### src/cau_pkg.sv
// shared types and constants for the complex arithmetic unit
// no dependencies; imported by every module of the block
package cau_pkg;

  typedef enum logic [1:0] {
    OP_ADD = 2'd0,
    OP_SUB = 2'd1,
    OP_MUL = 2'd2,
    OP_MAG = 2'd3
  } cau_op_e;

  localparam int DATA_WIDTH_DEF = 16;
  localparam int FRAC_BITS_DEF  = 8;

  // root bits resolved per sqrt pipeline stage
  localparam int SQRT_STEPS = 4;

  function automatic int cau_sqrt_stages(input int w);
    return (w + SQRT_STEPS - 1) / SQRT_STEPS;
  endfunction

  // pipeline depth from start to done: product, sum, clip stages plus the sqrt stages
  function automatic int cau_latency(input int w);
    return 3 + cau_sqrt_stages(w);
  endfunction

endpackage

### src/cau_mul.sv
// product and sum stages: four signed multipliers, then the cross sums
// and the sum of squares; depends on cau_pkg
module cau_mul
  import cau_pkg::*;
#(
  parameter int DATA_WIDTH = DATA_WIDTH_DEF
) (
  input  logic                         clk_i,
  input  logic                         rst_ni,
  input  logic                         vld_i,
  input  cau_op_e                      op_i,
  input  logic signed [DATA_WIDTH-1:0] a_re_i,
  input  logic signed [DATA_WIDTH-1:0] a_im_i,
  input  logic signed [DATA_WIDTH-1:0] b_re_i,
  input  logic signed [DATA_WIDTH-1:0] b_im_i,
  output logic                         vld_o,
  output cau_op_e                      op_o,
  output logic signed [2*DATA_WIDTH:0] re_sum_o,
  output logic signed [2*DATA_WIDTH:0] im_sum_o,
  output logic [2*DATA_WIDTH-1:0]      sq_o
);

  localparam int W  = DATA_WIDTH;
  localparam int PW = 2 * DATA_WIDTH;
  localparam int SW = 2 * DATA_WIDTH + 1;

  // stage 1
  logic                 vld1_q;
  cau_op_e              op1_q;
  logic signed [W-1:0]  y0, y1;
  logic signed [PW-1:0] p0_d, p1_d, p2_d, p3_d;
  logic signed [PW-1:0] p0_q, p1_q, p2_q, p3_q;
  logic signed [W:0]    as_re_d, as_im_d, as_re_q, as_im_q;

  // stage 2
  logic                 vld2_q;
  cau_op_e              op2_q;
  logic signed [SW-1:0] re_d, im_d, re_q, im_q;
  logic [PW-1:0]        sq_d, sq_q;

  // magnitude squares the first operand on the same two multipliers
  assign y0 = (op_i == OP_MAG) ? a_re_i : b_re_i;
  assign y1 = (op_i == OP_MAG) ? a_im_i : b_im_i;

  assign p0_d = a_re_i * y0;
  assign p1_d = a_im_i * y1;
  assign p2_d = a_re_i * b_im_i;
  assign p3_d = a_im_i * b_re_i;

  always_comb begin
    if (op_i == OP_SUB) begin
      as_re_d = {a_re_i[W-1], a_re_i} - {b_re_i[W-1], b_re_i};
      as_im_d = {a_im_i[W-1], a_im_i} - {b_im_i[W-1], b_im_i};
    end else begin
      as_re_d = {a_re_i[W-1], a_re_i} + {b_re_i[W-1], b_re_i};
      as_im_d = {a_im_i[W-1], a_im_i} + {b_im_i[W-1], b_im_i};
    end
  end

  always_comb begin
    if (op1_q == OP_MUL) begin
      re_d = {p0_q[PW-1], p0_q} - {p1_q[PW-1], p1_q};
      im_d = {p2_q[PW-1], p2_q} + {p3_q[PW-1], p3_q};
    end else begin
      re_d = {{(SW-W-1){as_re_q[W]}}, as_re_q};
      im_d = {{(SW-W-1){as_im_q[W]}}, as_im_q};
    end
  end

  // both squares are non-negative and their sum fits in PW bits
  assign sq_d = $unsigned(p0_q) + $unsigned(p1_q);

  always_ff @(posedge clk_i or negedge rst_ni) begin
    if (!rst_ni) begin
      vld1_q <= 1'b0;
      vld2_q <= 1'b0;
    end else begin
      vld1_q <= vld_i;
      vld2_q <= vld1_q;
    end
  end

  always_ff @(posedge clk_i) begin
    op1_q   <= op_i;
    p0_q    <= p0_d;
    p1_q    <= p1_d;
    p2_q    <= p2_d;
    p3_q    <= p3_d;
    as_re_q <= as_re_d;
    as_im_q <= as_im_d;
    op2_q   <= op1_q;
    re_q    <= re_d;
    im_q    <= im_d;
    sq_q    <= sq_d;
  end

  assign vld_o    = vld2_q;
  assign op_o     = op2_q;
  assign re_sum_o = re_q;
  assign im_sum_o = im_q;
  assign sq_o     = sq_q;

endmodule

### src/cau_sat.sv
// scaling and saturation stage: product shift, clip to the word width,
// zeroing of unused fields; depends on cau_pkg
module cau_sat
  import cau_pkg::*;
#(
  parameter int DATA_WIDTH = DATA_WIDTH_DEF,
  parameter int FRAC_BITS  = FRAC_BITS_DEF
) (
  input  logic                         clk_i,
  input  logic                         rst_ni,
  input  logic                         vld_i,
  input  cau_op_e                      op_i,
  input  logic signed [2*DATA_WIDTH:0] re_sum_i,
  input  logic signed [2*DATA_WIDTH:0] im_sum_i,
  input  logic [2*DATA_WIDTH-1:0]      sq_i,
  output logic                         vld_o,
  output logic [DATA_WIDTH-1:0]        res_re_o,
  output logic [DATA_WIDTH-1:0]        res_im_o,
  output logic                         sat_o,
  output logic [2*DATA_WIDTH-1:0]      sq_o
);

  localparam int W  = DATA_WIDTH;
  localparam int SW = 2 * DATA_WIDTH + 1;

  logic signed [SW-1:0] re_sh, im_sh;
  logic                 re_ovf, im_ovf;
  logic [W-1:0]         re_clip, im_clip;
  logic                 vld_q, sat_d, sat_q;
  logic [W-1:0]         re_d, im_d, re_q, im_q;
  logic [2*W-1:0]       sq_d, sq_q;

  // arithmetic shift floors toward minus infinity
  assign re_sh = (op_i == OP_MUL) ? (re_sum_i >>> FRAC_BITS) : re_sum_i;
  assign im_sh = (op_i == OP_MUL) ? (im_sum_i >>> FRAC_BITS) : im_sum_i;

  // out of range when the bits above the word are not a sign extension
  assign re_ovf = !((&re_sh[SW-1:W-1]) || !(|re_sh[SW-1:W-1]));
  assign im_ovf = !((&im_sh[SW-1:W-1]) || !(|im_sh[SW-1:W-1]));

  assign re_clip = re_ovf ? {re_sh[SW-1], {(W-1){~re_sh[SW-1]}}} : re_sh[W-1:0];
  assign im_clip = im_ovf ? {im_sh[SW-1], {(W-1){~im_sh[SW-1]}}} : im_sh[W-1:0];

  always_comb begin
    if (op_i == OP_MAG) begin
      re_d  = '0;
      im_d  = '0;
      sat_d = 1'b0;
      sq_d  = sq_i;
    end else begin
      re_d  = re_clip;
      im_d  = im_clip;
      sat_d = re_ovf | im_ovf;
      sq_d  = '0;
    end
  end

  always_ff @(posedge clk_i or negedge rst_ni) begin
    if (!rst_ni) begin
      vld_q <= 1'b0;
    end else begin
      vld_q <= vld_i;
    end
  end

  always_ff @(posedge clk_i) begin
    re_q  <= re_d;
    im_q  <= im_d;
    sat_q <= sat_d;
    sq_q  <= sq_d;
  end

  assign vld_o    = vld_q;
  assign res_re_o = re_q;
  assign res_im_o = im_q;
  assign sat_o    = sat_q;
  assign sq_o     = sq_q;

endmodule

### src/cau_sqrt.sv
// pipelined restoring square root, SQRT_STEPS root bits per stage,
// with a sideband word carried alongside; depends on cau_pkg
module cau_sqrt
  import cau_pkg::*;
#(
  parameter int DATA_WIDTH = DATA_WIDTH_DEF,
  parameter int SIDE_W     = 2 * DATA_WIDTH_DEF + 1
) (
  input  logic                    clk_i,
  input  logic                    rst_ni,
  input  logic                    vld_i,
  input  logic [2*DATA_WIDTH-1:0] rad_i,
  input  logic [SIDE_W-1:0]       side_i,
  output logic                    vld_o,
  output logic [DATA_WIDTH-1:0]   root_o,
  output logic [SIDE_W-1:0]       side_o
);

  localparam int W  = DATA_WIDTH;
  localparam int NS = cau_sqrt_stages(DATA_WIDTH);

  logic [2*W-1:0]    rad_q  [NS];
  logic [W+1:0]      rem_q  [NS];
  logic [W-1:0]      root_q [NS];
  logic [SIDE_W-1:0] side_q [NS];
  logic [NS-1:0]     vld_q;

  for (genvar s = 0; s < NS; s++) begin : g_stage
    logic [2*W-1:0]    rad_in;
    logic [W+1:0]      rem_in;
    logic [W-1:0]      root_in;
    logic [SIDE_W-1:0] side_in;
    logic              vld_in;
    logic [2*W-1:0]    rad_d;
    logic [W+1:0]      rem_d;
    logic [W-1:0]      root_d;

    if (s == 0) begin : g_first
      assign rad_in  = rad_i;
      assign rem_in  = '0;
      assign root_in = '0;
      assign side_in = side_i;
      assign vld_in  = vld_i;
    end else begin : g_next
      assign rad_in  = rad_q[s-1];
      assign rem_in  = rem_q[s-1];
      assign root_in = root_q[s-1];
      assign side_in = side_q[s-1];
      assign vld_in  = vld_q[s-1];
    end

    always_comb begin
      logic [W+3:0] rem_sh;
      logic [W+3:0] trial;
      rad_d  = rad_in;
      rem_d  = rem_in;
      root_d = root_in;
      rem_sh = '0;
      trial  = '0;
      for (int k = 0; k < SQRT_STEPS; k++) begin
        if (s * SQRT_STEPS + k < W) begin
          rem_sh = {rem_d, rad_d[2*W-1:2*W-2]};
          trial  = {2'b00, root_d, 2'b01};
          if (rem_sh >= trial) begin
            rem_sh = rem_sh - trial;
            root_d = {root_d[W-2:0], 1'b1};
          end else begin
            root_d = {root_d[W-2:0], 1'b0};
          end
          rem_d = rem_sh[W+1:0];
          rad_d = {rad_d[2*W-3:0], 2'b00};
        end
      end
    end

    always_ff @(posedge clk_i or negedge rst_ni) begin
      if (!rst_ni) begin
        vld_q[s] <= 1'b0;
      end else begin
        vld_q[s] <= vld_in;
      end
    end

    always_ff @(posedge clk_i) begin
      rad_q[s]  <= rad_d;
      rem_q[s]  <= rem_d;
      root_q[s] <= root_d;
      side_q[s] <= side_in;
    end
  end

  assign vld_o  = vld_q[NS-1];
  assign root_o = root_q[NS-1];
  assign side_o = side_q[NS-1];

endmodule

### src/complex_arithmetic_unit.sv
// complex arithmetic unit: product, sum and clip stages, then a square-root pipeline whose depth
// grows with DATA_WIDTH, as it resolves 4 root bits a stage
// throughput one word per clock; busy stays low and results are never held back
// asynchronous active-low reset clears every valid bit, data registers are not reset
// depends on cau_pkg, cau_mul, cau_sat, cau_sqrt
module complex_arithmetic_unit
  import cau_pkg::*;
#(
  parameter int DATA_WIDTH = DATA_WIDTH_DEF,
  parameter int FRAC_BITS  = FRAC_BITS_DEF
) (
  input  logic                         clk_i,
  input  logic                         rst_ni,
  input  logic                         start,
  output logic                         busy,
  input  logic [1:0]                   req_type_i,
  input  logic signed [DATA_WIDTH-1:0] a_re_i,
  input  logic signed [DATA_WIDTH-1:0] a_im_i,
  input  logic signed [DATA_WIDTH-1:0] b_re_i,
  input  logic signed [DATA_WIDTH-1:0] b_im_i,
  output logic                         done,
  output logic signed [DATA_WIDTH-1:0] res_re_o,
  output logic signed [DATA_WIDTH-1:0] res_im_o,
  output logic [DATA_WIDTH-1:0]        magnitude_o,
  output logic                         saturated_o
);

  localparam int W      = DATA_WIDTH;
  localparam int SIDE_W = 2 * DATA_WIDTH + 1;

  // the pipeline never stalls, so a word is taken on every start
  logic    accept;
  cau_op_e op_in;

  // product/sum stages to clip stage
  logic                mul_vld;
  cau_op_e             mul_op;
  logic signed [2*W:0] mul_re, mul_im;
  logic [2*W-1:0]      mul_sq;

  // clip stage to sqrt pipeline
  logic                sat_vld;
  logic [W-1:0]        sat_re, sat_im;
  logic                sat_flag;
  logic [2*W-1:0]      sat_sq;

  // sqrt pipeline outputs, clipped results travel as sideband
  logic                sq_vld;
  logic [W-1:0]        sq_root;
  logic [SIDE_W-1:0]   sq_side;

  assign busy   = 1'b0;
  assign accept = start & ~busy;

  always_comb begin
    case (req_type_i)
      2'd0:    op_in = OP_ADD;
      2'd1:    op_in = OP_SUB;
      2'd2:    op_in = OP_MUL;
      default: op_in = OP_MAG;
    endcase
  end

  // stages 1-2: four multipliers, then the cross sums and sum of squares
  cau_mul #(
    .DATA_WIDTH(DATA_WIDTH)
  ) u_mul (
    .clk_i   (clk_i),
    .rst_ni  (rst_ni),
    .vld_i   (accept),
    .op_i    (op_in),
    .a_re_i  (a_re_i),
    .a_im_i  (a_im_i),
    .b_re_i  (b_re_i),
    .b_im_i  (b_im_i),
    .vld_o   (mul_vld),
    .op_o    (mul_op),
    .re_sum_o(mul_re),
    .im_sum_o(mul_im),
    .sq_o    (mul_sq)
  );

  // stage 3: fraction shift for products, saturation, unused fields cleared
  cau_sat #(
    .DATA_WIDTH(DATA_WIDTH),
    .FRAC_BITS (FRAC_BITS)
  ) u_sat (
    .clk_i   (clk_i),
    .rst_ni  (rst_ni),
    .vld_i   (mul_vld),
    .op_i    (mul_op),
    .re_sum_i(mul_re),
    .im_sum_i(mul_im),
    .sq_i    (mul_sq),
    .vld_o   (sat_vld),
    .res_re_o(sat_re),
    .res_im_o(sat_im),
    .sat_o   (sat_flag),
    .sq_o    (sat_sq)
  );

  // remaining stages: root of the sum of squares, zero radicand gives zero
  // magnitude for the non-magnitude ops; last stage doubles as output register
  cau_sqrt #(
    .DATA_WIDTH(DATA_WIDTH),
    .SIDE_W    (SIDE_W)
  ) u_sqrt (
    .clk_i (clk_i),
    .rst_ni(rst_ni),
    .vld_i (sat_vld),
    .rad_i (sat_sq),
    .side_i({sat_re, sat_im, sat_flag}),
    .vld_o (sq_vld),
    .root_o(sq_root),
    .side_o(sq_side)
  );

  assign done        = sq_vld;
  assign magnitude_o = sq_root;
  assign res_re_o    = sq_side[SIDE_W-1 -: W];
  assign res_im_o    = sq_side[W:1];
  assign saturated_o = sq_side[0];

endmodule

### config.mk
export PLATFORM = sky130hd
export DESIGN_NAME = complex_arithmetic_unit
export DESIGN_NICKNAME = d
export VERILOG_FILES = /design/src/cau_pkg.sv /design/src/cau_mul.sv /design/src/cau_sat.sv /design/src/cau_sqrt.sv /design/src/complex_arithmetic_unit.sv
export SDC_FILE = /design/constraint.sdc
export NUM_CORES = 2
export LEC_CHECK = 0
export ABC_AREA = 1
export BUFFER_PORTS_ARGS = -buffer_cell sky130_fd_sc_hd__buf_2
export CAP_MARGIN = 20
export CORE_ASPECT_RATIO = 1.1
export CORE_MARGIN = 1
export CORE_UTILIZATION = 50
export DETAILED_ROUTE_END_ITERATION = 8
export PLACE_DENSITY = 0.66
export SLEW_MARGIN = 30
export SYNTH_ARGS = -nofsm -noshare
export SYNTH_HDL_FRONTEND = slang
export SYNTH_SLANG_ARGS = --single-unit
### constraint.sdc
create_clock -name clk_i -period 9.5 [get_ports clk_i]
set_clock_uncertainty 0.1 [all_clocks]
set_input_delay 0 -clock clk_i [delete_from_list [all_inputs] [get_ports clk_i]]
set_output_delay 0 -clock clk_i [all_outputs]
set_load 0.005 [all_outputs]
==> reports/results.md <==
• 7.827 um2 — Post-Synthesis Mean Instance Area
• flop — Crit. End Element
• 3 — number of buffers on the longest clock path
• 0 — Remaining DRCs
• 610 — number of register bits inferred by synthesis
• 0 — residual overflow from global routing
• 650 ps — Worst path max stage delay
• 70 ps — clock edge transition at the registers on the reported setup and hold paths
• 5.205 — ratio of routed vias to standard cells
• 140700 um2 — placeable core region
• 9098 — post-synthesis instance total
• 206800 um — Post-Route WL
• 49.93% — met2 Use GR
• 680 ps — worst skew pair latency
• 0 — count of final setup violators
• 116.2 MHz — Peak Freq
• 18.71 um — average detailed-routed wire length per instance
• 13.41k — Filler Cells Inserted
• sky130_fd_sc_hd__fa_1 — largest area contributor in the synthesized netlist
• 6 — Detailed Routing Iterations Pass 1
• 29.60% — top cell type's share of synthesized area
• 120 — # IOs
• 118 — total of buffers placed on input and output ports
• sky130_fd_sc_hd__dfxtp_1 — commonest register cell after synthesis
• 0 — final hold vios
• 1.148% — asr flop ratio synth
• 10.83k — number of nets at the end of the flow
• 50110 um2 — multi-input logic area
• sky130_fd_sc_hd__fa_1 (30%), sky130_fd_sc_hd__dfxtp_1 (17%), sky130_fd_sc_hd__inv_1 (11%), sky130_fd_sc_hd__ha_1 (11%), sky130_fd_sc_hd__nand2_1 (10%) — cell types with the largest area share after synthesis
• flop to flop — start-to-end type of the worst setup path
• 0 ps — Final TNS setup
• primary input to flop — worst min path class
• 34.38% — Slew headroom
• 68 — number of library cell types mapped by synthesis
• 144 — number of cell rows
• sky130_fd_sc_hd__nor2_2 — worst-path cell with the longest stage delay
• 29.34% — total track usage
• 896.1 ps — post-layout worst setup margin
• 168100 um — dpl hpwl
• 3 — htree depth
• 36.61% — met1 capacity usage during global routing
• met2 — GRT Max-Usage Layer
• sky130_fd_sc_hd__inv_1 (2060), sky130_fd_sc_hd__nand2_1 (1942), sky130_fd_sc_hd__fa_1 (1053), sky130_fd_sc_hd__nor2_1 (647), sky130_fd_sc_hd__ha_1 (608) — top post-synthesis cells by count
• 0 — final count of pins violating max slew
• 17.20% — sequential cell area fraction in the yosys report
• 50.61% — starting utilization of the core area
• 397.8 um — floorplan die height
• 82 — pin count of the biggest net entering global routing
• 54.28% — final standard cell utilization of the core
• flop — Setup crit start kind
• 143900 um2 — floorplan die area
• 610 — CTS sink count
• 5 — number of antenna violations at the first check in global routing
• 3738 — starting DRC count in detailed routing
• 4.412% — share of final-layout standard cells stronger than drive strength 1
• sky130_fd_sc_hd__inv_1 — cell with the most instances after synthesis
• 18 — critical path fanouts, max
• sky130_fd_sc_hd__clkbuf_16 — Clk Tree Root Cell
• 11.06k — Final Non-Filler Cells
• yes — TritonCTS clock tree
• 9960 ps — worst endpoint required time
• finished, final reports clean — status
• 10.91k — # placed instances
• 0.9910 — GP Congestion
• 0 — total number of yosys warnings
• 0 — total of max-cap violations
• 974.0 ps — Worst Tran Pin Value
• 8604 ps — Min Clock Period, post-route
• 12250 um2 — Storage cell area
• 0 — Setup Fix Bufs, Post-CTS
• 361.8 um — horizontal die dimension
• 0 — count of antenna-violating nets left after detailed routing
• false — unrepaired setup endpoints after global routing
• sky130_fd_sc_hd__o21ai_0 — Worst path most repeated cell
• 57.55k — number of vias in the routed layout
• 90.57% — crit share post-route
• 832.6 ps — post-place setup slack
• 4.837% — met3 Use GR
• 71 — total CTS buffers
• 0 — number of enable-type register cells in the synthesized netlist
• 328100 um — first-pass GRT wire length
• 9070 ps — Arr. time, crit path
• 59.91k — via count of the first global-routing pass
• 7.255% — area growth from synthesis to layout
• 71210 um2 — combined area of all synthesized cells
-- final timing paths --
check                               startpoint                       end  slack [ps]  depth (start not counted)
hold / removal                      b_im_i[15]         u_mul.as_im_q[15]          50                          7
max in group asynchronous               rst_ni              u_mul.vld1_q        8870                          3
setup reg to reg           u_sqrt.root_q[1][7]        u_sqrt.rem_q[2][9]         900                         37
min in group asynchronous               rst_ni  u_sqrt.g_stage[2].vld_in         180                          3
setup / recovery           u_sqrt.root_q[1][7]        u_sqrt.rem_q[2][9]         900                         37
hold reg to reg            u_sqrt.side_q[2][0]       u_sqrt.side_q[3][0]         190                          0
-- metrics by stage --
stage	cell area, um2	hold slack [ps]
global placement	73590	-260.9
CTS	76350	20.66
detailed placement	73590	-254.5
floorplan	71220	-395.6
global route	76370	42.99
finish	76380	52.81
-- what timing repair did --
| item | in CTS | in global routing |
|---|---|---|
| hold buffers | 22 | 0 |
| resized for setup | 0 | 4 |
| hold endpoints to repair | 24 | 0 |
| endpoints found under the setup margin | 0 | 1 |
-- cells by family (layout without fill, tap and decap cells) --
group / Yosys count / after routing / share of synthesized area, %
AO/OA/AOI/OAI: 968 / 968 / 7.369
XOR/XNOR: 375 / 375 / 4.612
adder cells (fa/ha/maj): 1661 / 1661 / 40.28
buffers and inverters: 2348 / 2406 / 12.47
flip-flops: 610 / 610 / 17.20
multiplexers: 4 / 4 / 0.05623
other: 2 / 6 / 0.01055
AND/OR/NAND/NOR: 3130 / 3130 / 18.00
-- layout make-up --
type | count | share of cell area [%]
antenna | 3 | 0.009829
clock buffer | 89 | 2.534
clock inverter | 38 | 0.7994
inverter | 2078 | 10.23
multi-input combinational | 6141 | 65.60
sequential | 610 | 16.03
tap | 1898 | 3.109
timing repair buffer | 200 | 1.668
timing repair inverter | 1 | 0.009829
-- sequential cells by signal, indices dropped and copies added, names as in the netlist, 33 cells and up --
register and flops:
u_sqrt.rad_q 48, u_sqrt.root_q 40, u_sqrt.rem_q 54, u_mul.im_sum_o 33, u_sqrt.side_q 132, u_mul.re_sum_o 33
-- cells in the final DEF (no fill, tap or decap), drive strengths merged, types with 249 or more instances in the layout --
| cell | synthesis | final |
|---|---|---|
| a21oi | 459 | 459 |
| dfxtp | 603 | 603 |
| fa | 1053 | 1053 |
| ha | 608 | 608 |
| inv | 2069 | 2076 |
| nand2 | 1967 | 1967 |
| nand3 | 295 | 295 |
| nor2 | 666 | 666 |
| o21ai | 362 | 362 |
| xor2 | 249 | 249 |
-- layer usage --
metal	up-vias	share of wire, %
li1	27360	-
met1	27960	41
met2	1748	48
met3	478	6.3
met4	2	4.9
met5	-	0.0039
-- worst max-delay path, delay by kind of cell, from the launching register on --
kind                       cells  cell delay, ps
and+or+nand+nor               15            2950
AOI/OAI and AO/OA             12            2640
buffers and inverters          6             870
adders and majority gates      4            1560
DFF                            1             320
Power is left out: the tool's default activity adds up to more than one toggle a clock period on the data nets, which glitch-free logic cannot reach.
